[src/rtl/lfww_pkg.sv]
// ----------------------------------------------------------------------------
// Line fold word wrap package
// Shared constants, item and status types, and the engine state encoding.
// ----------------------------------------------------------------------------
`default_nettype none

package lfww_pkg;

  localparam int unsigned MaxWidth   = 32;
  localparam int unsigned BufAw      = $clog2(MaxWidth);
  localparam int unsigned CntW       = $clog2(MaxWidth + 1);
  localparam int unsigned CharW      = 8;

  // The queue depth must be a power of two so that the pointers wrap freely.
  localparam int unsigned QueueDepth = 2;
  localparam int unsigned QPtrW      = (QueueDepth > 1) ? $clog2(QueueDepth) : 1;
  localparam int unsigned QCntW      = $clog2(QueueDepth + 1);

  localparam logic [CharW-1:0] BlankCh   = 8'h20;
  localparam logic [CharW-1:0] HyphenCh  = 8'h2D;
  localparam logic [CharW-1:0] NewlineCh = 8'h0A;

  localparam logic [CntW-1:0] WidthReset = CntW'(12);
  localparam logic [CntW-1:0] WidthMin   = CntW'(3);
  localparam logic [CntW-1:0] WidthMax   = CntW'(MaxWidth);

  typedef struct packed {
    logic [CharW-1:0] ch;
    logic             line_end;
    logic             is_blank;
  } item_t;

  typedef struct packed {
    logic [QCntW-1:0] count;
  } front_stat_t;

  typedef struct packed {
    logic [CntW-1:0]  fill;
    logic [BufAw-1:0] blank_pos;
  } back_stat_t;

  typedef enum logic [4:0] {
    S_IDLE  = 5'b00001,
    S_BREAK = 5'b00010,
    S_HYPH  = 5'b00100,
    S_NL    = 5'b01000,
    S_FLUSH = 5'b10000
  } eng_state_e;

endpackage

`default_nettype wire

[src/rtl/lfww_front.sv]
// ----------------------------------------------------------------------------
// Line fold word wrap front end
// Accepts characters, marks break blanks and holds them in a short queue.
// ----------------------------------------------------------------------------
`default_nettype none

module lfww_front (
  input  wire logic                          clk_i,
  input  wire logic                          rst_ni,
  input  wire logic                          in_valid_i,
  output      logic                          in_ready_o,
  input  wire logic [lfww_pkg::CharW-1:0]    ch_i,
  input  wire logic                          line_end_i,
  input  wire logic                          pop_i,
  output      logic                          item_valid_o,
  output      lfww_pkg::item_t               item_o,
  output      lfww_pkg::front_stat_t         status_o
);

  lfww_pkg::item_t                   mem_q [lfww_pkg::QueueDepth];
  logic [lfww_pkg::QPtrW-1:0]        wr_ptr_q, wr_ptr_d;
  logic [lfww_pkg::QPtrW-1:0]        rd_ptr_q, rd_ptr_d;
  logic [lfww_pkg::QCntW-1:0]        count_q, count_d;
  logic                              push, pop;
  lfww_pkg::item_t                   new_item;

  assign in_ready_o   = (count_q != lfww_pkg::QCntW'(lfww_pkg::QueueDepth));
  assign item_valid_o = (count_q != '0);
  assign item_o       = mem_q[rd_ptr_q];
  assign status_o.count = count_q;

  assign push = in_valid_i && in_ready_o;
  assign pop  = pop_i && item_valid_o;

  always_comb begin
    new_item.ch       = ch_i;
    new_item.line_end = line_end_i;
    new_item.is_blank = (ch_i == lfww_pkg::BlankCh);
  end

  always_comb begin
    wr_ptr_d = push ? wr_ptr_q + 1'b1 : wr_ptr_q;
    rd_ptr_d = pop ? rd_ptr_q + 1'b1 : rd_ptr_q;
    count_d  = count_q;
    if (push && !pop) begin
      count_d = count_q + 1'b1;
    end else if (pop && !push) begin
      count_d = count_q - 1'b1;
    end
  end

  always_ff @(posedge clk_i or negedge rst_ni) begin
    if (!rst_ni) begin
      wr_ptr_q <= '0;
      rd_ptr_q <= '0;
      count_q  <= '0;
    end else begin
      wr_ptr_q <= wr_ptr_d;
      rd_ptr_q <= rd_ptr_d;
      count_q  <= count_d;
    end
  end

  always_ff @(posedge clk_i) begin
    if (push) begin
      mem_q[wr_ptr_q] <= new_item;
    end
  end

endmodule

`default_nettype wire

[src/rtl/lfww_back.sv]
// ----------------------------------------------------------------------------
// Line fold word wrap engine
// Keeps the segment in a ring buffer, breaks and flushes it, and drives the
// output register.
// ----------------------------------------------------------------------------
`default_nettype none

module lfww_back (
  input  wire logic                          clk_i,
  input  wire logic                          rst_ni,
  input  wire logic                          cfg_we_i,
  input  wire logic [lfww_pkg::CntW-1:0]     cfg_wdata_i,
  input  wire logic                          item_valid_i,
  input  wire lfww_pkg::item_t               item_i,
  output      logic                          pop_o,
  output      logic                          out_valid_o,
  input  wire logic                          out_ready_i,
  output      logic [lfww_pkg::CharW-1:0]    out_char_o,
  output      logic                          run_last_o,
  output      lfww_pkg::back_stat_t          status_o
);

  localparam int unsigned Aw = lfww_pkg::BufAw;
  localparam int unsigned Cw = lfww_pkg::CntW;

  logic [lfww_pkg::CharW-1:0] buf_q [lfww_pkg::MaxWidth];

  lfww_pkg::eng_state_e       state_q, state_d;
  logic [Cw-1:0]              width_q, width_d;
  logic [Aw-1:0]              head_q, head_d;
  logic [Cw-1:0]              fill_q, fill_d;
  logic [Aw-1:0]              lbp_q, lbp_d;
  logic [Cw-1:0]              idx_q, idx_d;
  logic [Cw-1:0]              cnt_q, cnt_d;
  logic                       brk_blank_q, brk_blank_d;
  lfww_pkg::item_t            cur_q, cur_d;

  logic                       out_valid_q;
  logic [lfww_pkg::CharW-1:0] out_char_q;
  logic                       out_last_q;

  logic                       slot_free;
  logic                       emit;
  logic [lfww_pkg::CharW-1:0] emit_char;
  logic                       emit_last;
  logic [lfww_pkg::CharW-1:0] rd_data_q;
  logic [Aw-1:0]              rd_addr;

  logic                       do_append;
  logic [Aw-1:0]              app_head;
  logic [Cw-1:0]              app_fill;
  logic [Aw-1:0]              app_lbp;
  lfww_pkg::item_t            app_item;
  logic                       buf_we;
  logic [Aw-1:0]              wr_addr;

  assign slot_free   = !out_valid_q || out_ready_i;
  assign out_valid_o = out_valid_q;
  assign out_char_o  = out_char_q;
  assign run_last_o  = out_last_q;
  assign status_o.fill      = fill_q;
  assign status_o.blank_pos = lbp_q;

  always_comb begin
    width_d = width_q;
    if (cfg_we_i) begin
      if (cfg_wdata_i < lfww_pkg::WidthMin) begin
        width_d = lfww_pkg::WidthMin;
      end else if (cfg_wdata_i > lfww_pkg::WidthMax) begin
        width_d = lfww_pkg::WidthMax;
      end else begin
        width_d = cfg_wdata_i;
      end
    end
  end

  always_comb begin
    state_d     = state_q;
    head_d      = head_q;
    fill_d      = fill_q;
    lbp_d       = lbp_q;
    idx_d       = idx_q;
    cnt_d       = cnt_q;
    brk_blank_d = brk_blank_q;
    cur_d       = cur_q;
    pop_o       = 1'b0;
    emit        = 1'b0;
    emit_char   = rd_data_q;
    emit_last   = 1'b0;
    do_append   = 1'b0;
    app_head    = head_q;
    app_fill    = fill_q;
    app_lbp     = lbp_q;
    app_item    = item_i;
    buf_we      = 1'b0;
    wr_addr     = '0;

    unique case (state_q)
      lfww_pkg::S_IDLE: begin
        pop_o = item_valid_i;
        if (item_valid_i) begin
          if (fill_q >= width_q) begin
            cur_d       = item_i;
            brk_blank_d = (lbp_q != '0);
            cnt_d       = (lbp_q != '0) ? {1'b0, lbp_q} : fill_q - Cw'(2);
            idx_d       = '0;
            state_d     = lfww_pkg::S_BREAK;
          end else begin
            do_append = 1'b1;
          end
        end
      end
      lfww_pkg::S_BREAK: begin
        if (slot_free) begin
          emit  = 1'b1;
          idx_d = idx_q + 1'b1;
          if (idx_q == cnt_q - Cw'(1)) begin
            state_d = brk_blank_q ? lfww_pkg::S_NL : lfww_pkg::S_HYPH;
          end
        end
      end
      lfww_pkg::S_HYPH: begin
        if (slot_free) begin
          emit      = 1'b1;
          emit_char = lfww_pkg::HyphenCh;
          state_d   = lfww_pkg::S_NL;
        end
      end
      lfww_pkg::S_NL: begin
        if (slot_free) begin
          emit      = 1'b1;
          emit_char = lfww_pkg::NewlineCh;
          emit_last = !cur_q.line_end;
          do_append = 1'b1;
          app_item  = cur_q;
          app_lbp   = '0;
          if (brk_blank_q) begin
            app_head = head_q + lbp_q + 1'b1;
            app_fill = fill_q - Cw'(1) - {1'b0, lbp_q};
          end else begin
            app_head = head_q + fill_q[Aw-1:0] - Aw'(2);
            app_fill = Cw'(2);
          end
        end
      end
      lfww_pkg::S_FLUSH: begin
        if (slot_free) begin
          emit      = 1'b1;
          emit_last = (idx_q == fill_q - Cw'(1));
          idx_d     = idx_q + 1'b1;
          if (emit_last) begin
            fill_d  = '0;
            lbp_d   = '0;
            state_d = lfww_pkg::S_IDLE;
          end
        end
      end
      default: begin
        state_d = lfww_pkg::S_IDLE;
      end
    endcase

    if (do_append) begin
      buf_we  = 1'b1;
      wr_addr = app_head + app_fill[Aw-1:0];
      head_d  = app_head;
      fill_d  = app_fill + 1'b1;
      lbp_d   = (app_item.is_blank && app_fill != '0) ? app_fill[Aw-1:0] : app_lbp;
      idx_d   = '0;
      state_d = app_item.line_end ? lfww_pkg::S_FLUSH : lfww_pkg::S_IDLE;
    end

    rd_addr = head_d + idx_d[Aw-1:0];
  end

  always_ff @(posedge clk_i or negedge rst_ni) begin
    if (!rst_ni) begin
      state_q     <= lfww_pkg::S_IDLE;
      width_q     <= lfww_pkg::WidthReset;
      head_q      <= '0;
      fill_q      <= '0;
      lbp_q       <= '0;
      idx_q       <= '0;
      cnt_q       <= '0;
      brk_blank_q <= 1'b0;
      out_valid_q <= 1'b0;
    end else begin
      state_q     <= state_d;
      width_q     <= width_d;
      head_q      <= head_d;
      fill_q      <= fill_d;
      lbp_q       <= lbp_d;
      idx_q       <= idx_d;
      cnt_q       <= cnt_d;
      brk_blank_q <= brk_blank_d;
      if (slot_free) begin
        out_valid_q <= emit;
      end
    end
  end

  // The character written in this cycle is passed straight to the read
  // register when the next read points at the same entry.
  always_ff @(posedge clk_i) begin
    cur_q <= cur_d;
    if (emit) begin
      out_char_q <= emit_char;
      out_last_q <= emit_last;
    end
    if (buf_we) begin
      buf_q[wr_addr] <= app_item.ch;
    end
    if (buf_we && (wr_addr == rd_addr)) begin
      rd_data_q <= app_item.ch;
    end else begin
      rd_data_q <= buf_q[rd_addr];
    end
  end

endmodule

`default_nettype wire

[src/rtl/line_fold_word_wrap_core.sv]
// ----------------------------------------------------------------------------
// Line fold word wrap core
// Folds a character stream into segments of the configured width, breaking
// at the last blank or with a hyphen.
// ----------------------------------------------------------------------------
// Characters enter on the in channel (ch_i, line_end_i) with valid and ready,
// and leave on the out channel (out_char_o, run_last_o) one per transfer.
// run_last_o marks the final output character caused by one input character.
// A character that neither breaks nor ends a line causes no output.
// A two-entry queue holds incoming characters while the engine works.
// The engine appends each character to the segment.
// A break emits the segment up to its last blank, or all but its last two
// characters and a hyphen, then a newline, and appends the breaking character.
// A line end emits the whole segment at one character per cycle, and the
// output register passes one character per cycle, while the receiver is
// ready. The line width is written through cfg_we_i and cfg_wdata_i; the
// user must write it only while idle, which the block does not enforce.
// Values are clamped to 3..32. After reset the width is 12 and the segment
// is empty. When the receiver stalls, the output register holds its
// character, the engine waits, and the queue fills before in_ready_o drops.
// ----------------------------------------------------------------------------
`default_nettype none

module line_fold_word_wrap_core (
  input  wire logic                          clk_i,
  input  wire logic                          rst_ni,
  input  wire logic                          cfg_we_i,
  input  wire logic [lfww_pkg::CntW-1:0]     cfg_wdata_i,
  input  wire logic                          in_valid_i,
  output      logic                          in_ready_o,
  input  wire logic [lfww_pkg::CharW-1:0]    ch_i,
  input  wire logic                          line_end_i,
  output      logic                          out_valid_o,
  input  wire logic                          out_ready_i,
  output      logic [lfww_pkg::CharW-1:0]    out_char_o,
  output      logic                          run_last_o
);

  lfww_pkg::item_t       item;
  logic                  item_valid;
  logic                  pop;
  lfww_pkg::front_stat_t front_stat;
  lfww_pkg::back_stat_t  back_stat;

  lfww_front u_front (
    .clk_i        (clk_i),
    .rst_ni       (rst_ni),
    .in_valid_i   (in_valid_i),
    .in_ready_o   (in_ready_o),
    .ch_i         (ch_i),
    .line_end_i   (line_end_i),
    .pop_i        (pop),
    .item_valid_o (item_valid),
    .item_o       (item),
    .status_o     (front_stat)
  );

  lfww_back u_back (
    .clk_i        (clk_i),
    .rst_ni       (rst_ni),
    .cfg_we_i     (cfg_we_i),
    .cfg_wdata_i  (cfg_wdata_i),
    .item_valid_i (item_valid),
    .item_i       (item),
    .pop_o        (pop),
    .out_valid_o  (out_valid_o),
    .out_ready_i  (out_ready_i),
    .out_char_o   (out_char_o),
    .run_last_o   (run_last_o),
    .status_o     (back_stat)
  );

  a_queue_bound : assert property (@(posedge clk_i) disable iff (!rst_ni)
    front_stat.count <= lfww_pkg::QCntW'(lfww_pkg::QueueDepth))
    else $error("Queue count exceeds its depth.");

  a_fill_bound : assert property (@(posedge clk_i) disable iff (!rst_ni)
    back_stat.fill <= lfww_pkg::WidthMax)
    else $error("Segment fill exceeds the buffer size.");

  a_blank_in_segment : assert property (@(posedge clk_i) disable iff (!rst_ni)
    (back_stat.blank_pos != '0) |-> ({1'b0, back_stat.blank_pos} < back_stat.fill))
    else $error("Break blank lies outside the segment.");

endmodule

`default_nettype wire
[config.mk]
export PLATFORM = sky130hd
export DESIGN_NAME = line_fold_word_wrap_core
export DESIGN_NICKNAME = d
export VERILOG_FILES = /design/src/rtl/lfww_pkg.sv /design/src/rtl/lfww_front.sv /design/src/rtl/lfww_back.sv /design/src/rtl/line_fold_word_wrap_core.sv
export SDC_FILE = /design/constraint.sdc
export NUM_CORES = 1
export LEC_CHECK = 0
export BUFFER_PORTS_ARGS = -buffer_cell sky130_fd_sc_hd__buf_2
export CORE_MARGIN = 10
export CORE_UTILIZATION = 37
export DETAILED_ROUTE_END_ITERATION = 8
export HOLD_SLACK_MARGIN = 0.03
export PLACE_DENSITY = 0.52
export SYNTH_ARGS = -nofsm -noshare
export SYNTH_HDL_FRONTEND = slang
export SYNTH_SLANG_ARGS = --single-unit
[constraint.sdc]
create_clock -name clk_i -period 6.8 [get_ports clk_i]
set_clock_uncertainty 0.2 [all_clocks]
set_input_delay 1.36 -clock clk_i [delete_from_list [all_inputs] [get_ports clk_i]]
set_output_delay 1.36 -clock clk_i [all_outputs]
set_load 0.05 [all_outputs]
## Word level (Yosys, flattened, before mapping)

Memory sizes are Yosys's and may differ from the RTL's. A register that Yosys moved wholly into a read port is not among the register bits.
Index checks and enable logic that the tools add are counted.

- Memories kept: 2
- RAM bits: 276
- Logic and storage cells: 143
- Output and inout bits: 11
- Register bits after elaboration: 64

- Order comparisons: 3
- $add $sub $neg: 16
- Eq/ne operators: 19
- Reduce and logical (&&, ||, !) cells: 26
- Mux-type cells: 59

Memory list:

| memory | words | width | read ports | clocked after Yosys merged registers in | wr ports | line | source |
|---|---|---|---|---|---|---|---|
| u_back.buf_q | 32 | 8 | 1 | 1 | 1 | lfww_back.sv:26 | `logic [lfww_pkg::CharW-1:0] buf_q [lfww_pkg::MaxWidth];` |
| u_front.mem_q | 2 | 10 | 1 | 0 | 1 | lfww_front.sv:20 | `lfww_pkg::item_t mem_q [lfww_pkg::QueueDepth];` |

Operator list:

| cell | count |
|---|---|
| 5-bit two-way mux | 21 |
| 6-bit two-way mux | 14 |
| 5-bit one-hot mux with 5 select lines | 1 |
| 3-bit by 1-bit inequality test with 1-bit output (second input constant) | 8 |
| 5-bit adder | 4 |
| 10-bit two-way mux | 2 |
| 8-bit two-way mux | 2 |
| 8-bit one-hot mux with 2 select lines | 1 |
| 6-bit by 1-bit adder with 6-bit output (second input constant) | 2 |
| 6-bit equality test | 2 |
| 1-bit two-way mux | 12 |
| 6-bit one-hot mux with 2 select lines | 1 |
| 2-bit nonzero test | 6 |
| 6-bit by 1-bit subtractor with 6-bit output (second input constant) | 2 |
| 8-bit by 6-bit equality test with 1-bit output (second input constant) | 1 |
| 8-bit AND reduction | 1 |
| 6-bit greater-or-equal comparator | 1 |
| 6-bit greater-than comparator (second input constant) | 1 |
| 6-bit by 2-bit < comparator with 1-bit output (second input constant) | 1 |
| 3-bit AND reduction | 2 |
| 6-bit nonzero test | 1 |
| 6-bit by 2-bit subtractor with 6-bit output (second input constant) | 1 |
| 6-bit by 5-bit subtractor with 6-bit output | 1 |
| 5-bit by 1-bit adder with 5-bit output (second input constant) | 1 |
| 24 further kinds | 34 |

## Logic depth before layout (Yosys ltp)

Gate-level depths: netlist (run 1).

- Depth in word-level cells: 9
- Gate-level depth with buffers: 16

## Cells and area by module

A second synthesis (run 1) with hierarchy kept.

- Cells, all modules: 962
- Area, all modules: 15404.8 sq um

By module, submodules not included:

| module | area each (sq um) | times used | seq. area each (sq um) | cells an instance |
|---|---|---|---|---|
| lfww_back | 14452.6 | 1 | 9387.8 | 910 |
| lfww_front | 952.2 | 1 | 700.7 | 52 |

## Worst setup path after synthesis (run 1)

No wires, ideal clock.

- Kind: input port to flip-flop
- Start point: input out_ready_i
- End point: memory u_back.buf_q[10][0] in the netlist's numbering, enable pin
- Path slack: 1316 ps
- Stages on the path: 14
- Required time: 6217 ps
- Arrival time: 4901 ps
- Cells stage by stage: nand2b_1 nand3_2 buf_2 buf_1 clkbuf_1 a21oi_1 ha_1 fa_1 a21o_1 a21oi_1 xnor2_4 xor2_2 buf_2 nor3_1

- Word-level cells in the longest chain between the ends: 6
- Elaborated cells between the ends (all ways): 12
- Classes of those cells: add/sub (1); mux (10); reduce/logical (1)

RTL lines:

| what | line | source |
|---|---|---|
| start, declared | line_fold_word_wrap_core.sv:34 | `input wire logic out_ready_i,` |
| 1-bit logical OR * | lfww_back.sv:57 | `assign slot_free = !out_valid_q \|\| out_ready_i;` |
| parallel branches: the longest is 5 deep, another holds 5-bit adder | n/a |  |
| end, declared | lfww_back.sv:26 |  |

Every way passes the cells marked *.

## Final worst setup path (run 1)

- Start point: register u_back.fill_q[0]
- End point: memory u_back.buf_q[24][0] in the netlist's numbering, enable pin

- Word-level cells in the longest chain between the ends: 7
- Elaborated cells between the ends (all ways): 19
- Classes of those cells: add/sub (5); order compare (1); mux (13)

RTL lines:

| what | line | source |
|---|---|---|
| start, declared | lfww_back.sv:31 | `logic [Cw-1:0] fill_q, fill_d;` |
| start signal, assigned | lfww_back.sv:191 | `fill_q <= fill_d;` |
| 6-bit by 1-bit subtractor with 6-bit output, or another cell as far along | lfww_back.sv:139 | `app_fill = fill_q - Cw'(1) - {1'b0, lbp_q};` |
| 6-bit by 5-bit subtractor with 6-bit output, or another cell as far along | lfww_back.sv:139 |  |
| 6-bit two-way mux, or another cell as far along | lfww_back.sv:137 | `if (brk_blank_q) begin` |
| 6-bit two-way mux, or another cell as far along | lfww_back.sv:130 | `if (slot_free) begin` |
| 6-bit two-way mux, or another cell as far along | lfww_back.sv:98 | `unique case (state_q)` |
| 5-bit adder or 1-bit two-way mux (tied branches) | lfww_back.sv:165, lfww_back.sv:210 |  |
| 5-bit two-way mux or 1-bit two-way mux (tied branches) | lfww_back.sv:163, lfww_back.sv:211 |  |

Several ways; a longest one is shown, not always the timed one.

==> impl_metrics.json, run 1 <==
{
  "min_path_type": "register to register",
  "worst_path_max_delay_cell": "nor3_1",
  "nFillCells": 3623,
  "drtPass1Iterations": 5,
  "drc": 0,
  "ff_latch_area_um2": 10090,
  "setup_violations": 0,
  "cpMostUsedCell": "ha_1",
  "multiInputGateArea_um2": 4888,
  "hold_violations": 0,
  "detail_route.wl_per_cell_um": 24.45,
  "die_area_um2": 49900,
  "worstSetupEndpointType": "register",
  "clock_latency_ps": 550,
  "wl_um": 37040,
  "pin_count": 31,
  "grt_setup_unrepaired": "no",
  "cts_setup_buffers": 0,
  "path_cells": "inv_1 -> ha_1 -> xor2_1 -> ha_1 -> xnor2_1 -> a31oi_1 -> inv_1 -> ha_1 -> a21o_1 -> a21oi_1 -> xnor2_4 -> xnor2_2 -> buf_4 -> nor3_1",
  "vdd_drop_max_uv": 230.6,
  "tns_ps": 0,
  "synthArstFlopShare_pct": 13.04,
  "fp.dieH_um": 223.4,
  "p_per_area_nw_per_um2": 493.4,
  "ys_seq_area_share_pct": 65.91,
  "cts_resized": 0,
  "report.final.slew_viol_count": 0,
  "place_congestion": 0.8387,
  "coreArea_um2": 40830,
  "clockBufferDepth": 3,
  "drt_iter0_markers": 770,
  "synth_edf_count": 295,
  "placedCellCount": 1446,
  "synthesis.area_um2": 15310,
  "synth_cells": 917,
  "crit_family": "adder cells",
  "initial_utilization_pct": 37.49,
  "whs_ps": 288.0,
  "clock_sinks": 345,
  "htreeDepth": 2,
  "finalCritPeriodShare_pct": 78.69,
  "arrival_ps": 5310,
  "drtAntennaViolNets": 0,
  "tightest_slew_ps": 1165,
  "grt_pass1_wl_um": 56150,
  "antenna_found_initial": 0,
  "max_cap_viol_count": 0,
  "cts_buffers": 38,
  "synth_fp_nets": 980,
  "min_period_ps": 5351,
  "max_freq_mhz": 186.9,
  "grt_usage_pct": 14.91,
  "finalNetCount": 1017,
  "yosysWarnings": 0,
  "antenna_cells": 0,
  "relSlewSlack_pct": 21.74,
  "num_vias": 8171,
  "crit_path_max_incr_delay_ps": 870,
  "drive_gt1_share_pct": 22.38,
  "area_delta_synth_final_pct": 12.56,
  "total_leakage_power_uw": 0.005987,
  "ys_ff_latch": 345,
  "ys_types": 65,
  "cp.required_ps": 6760,
  "finalPower_uw": 8501,
  "outcome": "finished clean",
  "hold_buffers": 0,
  "rows": 74,
  "hpwl_um": 24380,
  "cts_root_buf": "clkbuf_16",
  "syn_avg_cell_area_um2": 16.69,
  "worst_setup_path_start_kind": "register",
  "dieWidth_um": 223.4,
  "clkTransAtPathRegs_ps": 60,
  "ys.flop_type": "edfxtp_1",
  "crit_type": "register to register",
  "grt-ovfl-total": 0,
  "grt_pass1_vias": 8435,
  "via_per_inst": 5.393,
  "stdcell_count": 1515,
  "grt_max_degree": 46,
  "tritoncts": "done",
  "crit_fanout": 11,
  "post-route-util_pct": 42.19,
  "cp.buffers_inverters": 3,
  "io_buffers": 30
}
-- layout make-up --
class / count / area share (%)
Clock inverter: 23 / 1.220
Multi-Input combinational cell: 491 / 28.38
Clock buffer: 46 / 5.817
Timing Repair Buffer: 40 / 1.307
Inverter: 38 / 0.8279
Tap cell: 532 / 3.864
Sequential cell: 345 / 58.59
-- cells in the mapped netlist, drive strengths merged (5+ instances only) --
cell,instances,area share (%)
dfxtp,5,0.65
xnor2,29,1.9
mux4,80,12
nand2b,12,0.49
mux2,21,1.5
dfrtp,42,6.9
nor3b,5,0.42
nand2,31,0.76
and3,5,0.20
mux2i,12,0.78
a21oi,36,1.2
xor2,20,1.2
buf,22,0.70
a22o,7,0.40
nor2,43,1.1
clkbuf,21,0.52
a21o,7,0.34
nand3,8,0.29
inv,38,0.93
o21ai,27,0.88
nor3,39,1.5
ha,38,3.1
nand3b,5,0.25
fa,5,0.65
edfxtp,295,58
a211oi,7,0.41
-- sequential cells by signal, indices dropped and copies added (netlist names), 2 cells and up, named ones only --
| register | count |
|---|---|
| u_back.buf_q | 256 |
| u_back.cnt_q | 6 |
| u_back.cur_q | 10 |
| u_back.fill_q | 6 |
| u_back.head_q | 5 |
| u_back.idx_q | 6 |
| u_back.lbp_q | 5 |
| u_back.out_char_o | 8 |
| u_back.state_q | 5 |
| u_back.width_q | 6 |
| u_front.mem_q | 20 |
| u_front.status_o | 2 |
-- worst paths after layout --
path	startpoint	endpoint	slack (ps)	cells after the start
worst max-delay path	u_back.fill_q[0]$_DFFE_PN0P_	u_back.buf_q[24][0]$_DFFE_PP_	1450	14
worst max register to register	u_back.fill_q[0]$_DFFE_PN0P_	u_back.buf_q[24][0]$_DFFE_PP_	1450	14
worst min register to register	u_front.status_o[1]$_DFFE_PN0P_	u_front.status_o[1]$_DFFE_PN0P_	290	1
max in group asynchronous	rst_ni	u_back.head_q[2]$_DFF_PN0_	4940	1
min in group asynchronous	rst_ni	u_back.fill_q[0]$_DFFE_PN0P_	810	1
worst min-delay path	u_front.status_o[1]$_DFFE_PN0P_	u_front.status_o[1]$_DFFE_PN0P_	290	1
-- where the power goes --
part / internal, uW / total, uW / leakage [uW] / switching (uW)
Sequential: 2900 / 3190 / 0.00327 / 298
Clock: 1170 / 2010 / 0.000589 / 838
Combinational: 1180 / 3300 / 0.00213 / 2110
-- per-layer routing --
| metal | global-route usage (%) | routed length, um |
|---|---|---|
| met5 | 0 | 0 |
| met1 | 20.53 | 17070 |
| met4 | 5.929 | 1144 |
| met3 | 2.942 | 1968 |
| met2 | 22.73 | 16860 |
-- cell usage in the layout, fill, tap and decap left out, types with 7 or more instances in the layout --
cell type  Yosys  final
mux2_2        21     21
buf_2         14     30
clkbuf_1      21      7
ha_1          38     38
nand2_1       31     31
nand3_1        7      7
dfrtp_1       42     42
a22o_1         7      7
edfxtp_1     295    295
mux2i_1       12     12
nor3_1        33     33
xnor2_1       26     26
o21ai_0       25     25
xor2_1        19     19
a21oi_1       36     36
clkinv_1       0     10
nand2b_1      12     12
a21o_1         7      7
nor2_1        41     41
mux4_2        80     80
buf_4          2     10
inv_1         38     38
clkbuf_16      0     39
-- cell families (layout without fill, tap and decap cells) --
family                     Yosys count  in the layout  share of synthesized area, %
DFF                                345            345                         65.91
and+or+nand+nor                    172            172                         6.057
AOI/OAI and AO/OA                  113            113                         4.798
muxes                              113            113                         14.10
buffers and inverters               81            147                         2.150
xor gates and xnor gates            50             50                         3.221
adders and majority gates           43             43                         3.760
-- metrics by stage --
step	setup WS, ps	instance area, um^2
after floorplan	1316	15310
after global placement	1062	16020
after detailed placement	947.2	16020
after CTS	1422	17230
after global routing	1051	17230
final	1449	17230
-- worst reg2reg max path, stage by stage (launching register included) --
cell and delay [ps]:
dfrtp_1 560, inv_1 130, ha_1 240, xor2_1 280, ha_1 350, xnor2_1 160, a31oi_1 420, inv_1 140
ha_1 340, a21o_1 170, a21oi_1 350, xnor2_4 190, xnor2_2 280, buf_4 290, nor3_1 870
No activity file was read; power rests on OpenSTA's default activity.
==> run 2, diff against run 1 <==
PLACE_DENSITY = 0.54   (was 0.52)
clock period = 4.9 ns   (was 6.8 ns; I/O delays follow)
==> impl_metrics.json, run 2 (same netlist as run 1, synthesis figures left out) <==
{
  "outcome": "finished clean",
  "tritoncts": "done",
  "grt_usage_pct": 14.78,
  "wl_um": 36860,
  "fp.dieH_um": 223.4,
  "cp.required_ps": 4990,
  "clock_sinks": 345,
  "drt_iter0_markers": 876,
  "antenna_found_initial": 0,
  "setup_violations": 0,
  "largest-register": "u_back.buf_q",
  "holdPathStages": 1,
  "hold_start": "u_front.wr_ptr_q$_DFFE_PN0P_",
  "final_cell_mix": "edfxtp_1 (295), mux4_2 (80), buf_4 (58)",
  "hold_violations": 0,
  "whs_ps": 283.5,
  "drtPass1Iterations": 5,
  "antenna_cells": 0,
  "worstSetupEndpointType": "register",
  "crit_type": "register to register",
  "vdd_drop_max_uv": 459.0,
  "detail_route.wl_per_cell_um": 23.60,
  "rr_endpoint": "u_back.buf_q[23][3]$_DFFE_PP_",
  "cp.buffers_inverters": 5,
  "total_leakage_power_uw": 0.006249,
  "hold_path_end": "u_front.wr_ptr_q$_DFFE_PN0P_",
  "p_per_area_nw_per_um2": 675.1,
  "arrival_ps": 4480,
  "largest_reg_flops": 256,
  "relSlewSlack_pct": 39.10,
  "grt_pass1_vias": 8467,
  "coreArea_um2": 40830,
  "rows": 74,
  "grt_setup_unrepaired": "no",
  "path_cells": "inv_1 -> ha_1 -> inv_1 -> ha_1 -> inv_1 -> fa_1 -> nor2_1 -> a311oi_1 -> a21oi_1 -> ha_1 -> a21o_1 -> a21oi_1 -> buf_4 -> xnor2_4 -> xnor2_4 -> nor3_1 -> buf_4",
  "cts_root_buf": "clkbuf_16",
  "clkTransAtPathRegs_ps": 60,
  "hold_buffers": 0,
  "drtAntennaViolNets": 0,
  "min_path_type": "register to register",
  "dpl_cell_area_um2": 16410,
  "place_congestion": 0.8231,
  "drive_gt1_share_pct": 26.50,
  "grt_pass1_wl_um": 55970,
  "tns_ps": 0,
  "area_delta_synth_final_pct": 15.10,
  "reg2reg_from": "u_back.fill_q[1]$_DFFE_PN0P_",
  "min_period_ps": 4389,
  "grt_max_degree": 65,
  "reg_top3": "u_back.buf_q (256), u_front.mem_q (20), u_back.cur_q (10)",
  "crit_path_max_incr_delay_ps": 640,
  "pin_count": 31,
  "clockBufferDepth": 3,
  "finalCritPeriodShare_pct": 89.58,
  "rrSetupSlack_ps": 510,
  "cts_buffers": 37,
  "report.final.slew_viol_count": 0,
  "crit_fanout": 16,
  "fin_area_um2": 17620,
  "max_cap_viol_count": 0,
  "io_buffers": 30,
  "max_freq_mhz": 227.8,
  "tightest_slew_ps": 910.1,
  "die_area_um2": 49900,
  "crit_family": "adder cells",
  "htreeDepth": 2,
  "dieWidth_um": 223.4,
  "drc": 0,
  "num_vias": 8415,
  "rr_worst_depth": 17,
  "clock_latency_ps": 560,
  "hpwl_um": 24370,
  "finalNetCount": 1065,
  "via_per_inst": 5.387,
  "initial_utilization_pct": 37.49,
  "worst_path_max_delay_cell": "xnor2_4",
  "worst_setup_path_start_kind": "register",
  "grt-ovfl-total": 0,
  "final_common_cell": "edfxtp_1"
}
run 2: changes by cell type in the layout (fill, tap and decap cells not counted), moves of 2 or more:
cell,change
clkbuf_16,-2
clkbuf_1,-3
buf_4,+48
clkinv_4,-3
nor3_1,-3
clkinv_2,+4
nor3_2,+3
run 2: layout make-up:
cell class | count | area (um^2)
Clock buffer | 41 | 940.9
Clock inverter | 26 | 242.7
Fill cell | 3599 | 23210
Inverter | 38 | 142.6
Multi-Input combinational cell | 491 | 4926
Sequential cell | 345 | 10090
Tap cell | 532 | 665.6
Timing Repair Buffer | 89 | 605.6
run 2: per-layer routing:
metal  vias to the layer above  GRT usage, %  routed length, um
met2                       253         22.73              17000
met1                      4349         20.92              17020
met5                         -             0                  0
met4                         0         4.555                745
met3                        53         2.497               2094
li1                       3760             -                  -
run 2: worst max path at each step:
stage	start	end	slack, ps	depth (start not counted)
floorplan	out_ready_i	u_back.buf_q[10][0]$_DFFE_PP_	-200	14
global placement	out_ready_i	u_back.buf_q[31][5]$_DFFE_PP_	7	14
detailed placement	out_ready_i	u_back.buf_q[24][4]$_DFFE_PP_	20	14
CTS	u_back.fill_q[0]$_DFFE_PN0P_	u_back.buf_q[23][0]$_DFFE_PP_	170	14
global route	u_back.fill_q[0]$_DFFE_PN0P_	u_back.buf_q[24][1]$_DFFE_PP_	200	16
finish	u_back.fill_q[1]$_DFFE_PN0P_	u_back.buf_q[23][3]$_DFFE_PP_	510	17
run 2: report_power, final:
part	switching (uW)	leakage, uW	total, uW	internal (uW)
Combinational	3020	0.00240	4790	1770
Clock	1150	0.000583	2750	1600
Sequential	336	0.00327	4350	4010
Total	4510	0.00625	11900	7380
run 2: worst reg2reg max path, cell delays in order (launching register included):
cell,delay (ps)
dfrtp_1,370
inv_1,210
ha_1,280
inv_1,60
ha_1,180
inv_1,60
fa_1,480
nor2_1,40
a311oi_1,280
a21oi_1,80
ha_1,350
a21o_1,170
a21oi_1,140
buf_4,150
xnor2_4,110
xnor2_4,640
nor3_1,140
buf_4,210
run 2: stage by stage:
step	total power (uW)	std cells	worst slack, ps	util [%]
after floorplan	7524	917	-204.3	-
after global placement	9193	1495	6.960	40.19
after detailed placement	9189	1495	22.82	40.19
after CTS	11980	1562	167.7	43.09
after global routing	12600	1562	199.3	43.15
final	11890	1562	510.5	43.15
run 2: repair_timing:
action	CTS	global route
resized for setup	0	2
setup buffers	0	0
endpoints found under the setup margin	0	158
==> run 3, diff against run 2 <==
clock period = 3.9 ns   (was 4.9 ns; I/O delays follow)
==> impl_metrics.json, run 3 (same netlist as run 1, synthesis figures left out) <==
{
  "place_congestion": 0.8470,
  "dieWidth_um": 223.4,
  "total_leakage_power_uw": 0.006917,
  "hold_violations": 0,
  "max_cap_viol_count": 0,
  "report.final.slew_viol_count": 0,
  "via_per_inst": 5.321,
  "die_area_um2": 49900,
  "tightest_slew_ps": 934.2,
  "arrival_ps": 3970,
  "p_switching_uw": 6682,
  "drive_gt1_share_pct": 35.03,
  "max_freq_mhz": 256.3,
  "reg_top3": "u_back.buf_q (256), u_front.mem_q (20), u_back.cur_q (10)",
  "wl_um": 38480,
  "cp.required_ps": 3960,
  "dpl_worst_slack_ps": -95.55,
  "drtAntennaViolNets": 0,
  "antenna_found_initial": 0,
  "setup_violations": 7,
  "stdcell_count": 1631,
  "fp.dieH_um": 223.4,
  "placedCellCount": 1557,
  "switching_share_pct": 39.35,
  "cts_buffers": 40,
  "violations": "setup timing",
  "p_comb_share_pct": 47.5,
  "initial_utilization_pct": 37.49,
  "detail_route.wl_per_cell_um": 23.59,
  "worstSetupEndpointType": "register",
  "hpwl_um": 26160,
  "post-route-util_pct": 46.56,
  "coreArea_um2": 40830,
  "seqPwrFrac_pct": 31.9,
  "grt_setup_unrepaired": "yes",
  "worst_setup_path_start_kind": "register",
  "crit_fanout": 10,
  "tns_ps": -8.796,
  "largest-register": "u_back.buf_q",
  "min_path_type": "primary input to async pin",
  "finalNetCount": 1131,
  "whs_ps": 176.6,
  "fin_ws_ps": -2.080,
  "clock_sinks": 345,
  "clock_latency_ps": 550,
  "grt-ovfl-total": 0,
  "io_buffers": 30,
  "clockBufferDepth": 3,
  "area_delta_synth_final_pct": 24.21,
  "cts_root_buf": "clkbuf_16",
  "vdd_drop_max_uv": 749.4,
  "clkTransAtPathRegs_ps": 60,
  "grt_pass1_vias": 8984,
  "multiInputGateArea_um2": 5388,
  "rr_endpoint": "u_back.buf_q[31][2]$_DFFE_PP_",
  "tritoncts": "done",
  "rr_worst_depth": 14,
  "p_per_area_nw_per_um2": 893.2,
  "clockPowerShare_pct": 20.6,
  "ff_latch_area_um2": 10100,
  "htreeDepth": 2,
  "rows": 74,
  "min_period_ps": 3902,
  "crit_type": "register to register",
  "grt_max_degree": 65,
  "finalCritPeriodShare_pct": 100.1,
  "final_cell_mix": "edfxtp_1 (295), buf_4 (83), mux4_2 (80)",
  "drtPass1Iterations": 5,
  "relSlewSlack_pct": 37.49,
  "hold_buffers": 0,
  "rrSetupSlack_ps": -2,
  "drc": 0,
  "internal-power_uw": 10300,
  "final_common_cell": "edfxtp_1",
  "drt_iter0_markers": 646,
  "pin_count": 31,
  "antenna_cells": 0,
  "nFillCells": 3493,
  "grt_usage_pct": 15.54,
  "reg2reg_from": "u_back.fill_q[0]$_DFFE_PN0P_",
  "largest_reg_flops": 256,
  "grt_pass1_wl_um": 58800,
  "num_vias": 8679,
  "outcome": "complete, but fails checks"
}
[run 3: changes by cell type in the layout (fill, tap and decap cells not counted), sizes merged]
cell	before	now
clkinv	18	15
buf	89	152
inv	41	39
clkbuf	41	55
bufinv	4	1
[run 3: power by group through the flow]
stage               Clock (uW)  Sequential, uW  Combinational, uW
floorplan                    0            5400               5020
global placement             0            5500               7910
detailed placement           0            5500               7950
CTS                       3600            5430               7990
global route              3770            5480               8670
finish                    3500            5420               8060
[run 3: stage by stage]
| stage | power, uW | instance area [um^2] |
|---|---|---|
| 6_report | 16980 | 19010 |
| 5_1_grt | 17920 | 19010 |
| 4_1_cts | 17030 | 18920 |
| 3_5_place_dp | 13450 | 17690 |
| 3_3_place_gp | 13410 | 17690 |
| 2_1_floorplan | 10420 | 15800 |
[run 3: area by class of cell]
| type | count | share of cell area [%] |
|---|---|---|
| Timing Repair Buffer | 152 | 7.851 |
| Clock buffer | 55 | 5.785 |
| Multi-Input combinational cell | 491 | 28.34 |
| Inverter | 38 | 0.7502 |
| Sequential cell | 345 | 53.10 |
| Tap cell | 532 | 3.501 |
| Clock inverter | 18 | 0.6713 |
[run 3: routing by layer]
layer	share of wire (%)	GRT usage, %	wire length [um]
met4	2.0	4.730	759
met3	4.6	3.086	1753
met5	0	0	0
met2	47	24.10	18170
met1	46	21.59	17800
[run 3: how the worst max path moves through the flow]
| stage | slack (ps) | endpoint | startpoint |
|---|---|---|---|
| 2_1_floorplan | -70 | u_back.buf_q[23][0]$_DFFE_PP_ | u_back.fill_q[0]$_DFFE_PN0P_ |
| 3_3_place_gp | -100 | u_back.buf_q[30][1]$_DFFE_PP_ | out_ready_i |
| 3_5_place_dp | -100 | u_back.buf_q[24][7]$_DFFE_PP_ | out_ready_i |
| 4_1_cts | 10 | u_back.buf_q[30][0]$_DFFE_PP_ | u_back.head_q[1]$_DFF_PN0_ |
| 5_1_grt | -130 | u_back.buf_q[0][1]$_DFFE_PP_ | u_back.fill_q[0]$_DFFE_PN0P_ |
| 6_report | -2 | u_back.buf_q[31][2]$_DFFE_PP_ | u_back.fill_q[0]$_DFFE_PN0P_ |
[run 3: worst max-delay path: stages (launching register included)]
cell and delay (ps):
dfrtp_2 420, inv_1 80, ha_1 330, fa_2 550
nand2_1 60, mux2i_2 210, inv_2 90, fa_2 360
a21o_1 190, a21oi_4 200, xnor2_4 200, xnor2_4 130
buf_12 200, nor3_4 230, buf_12 150
[run 3: timing repair]
item | in CTS | in global routing
cloned | 0 | 0
gates resized for setup | 1 | 17
buffers inserted | 0 | 1
endpoints found under the hold margin | 0 | 0
pin swaps | 2 | 5
setup endpoints to repair | 163 | 256
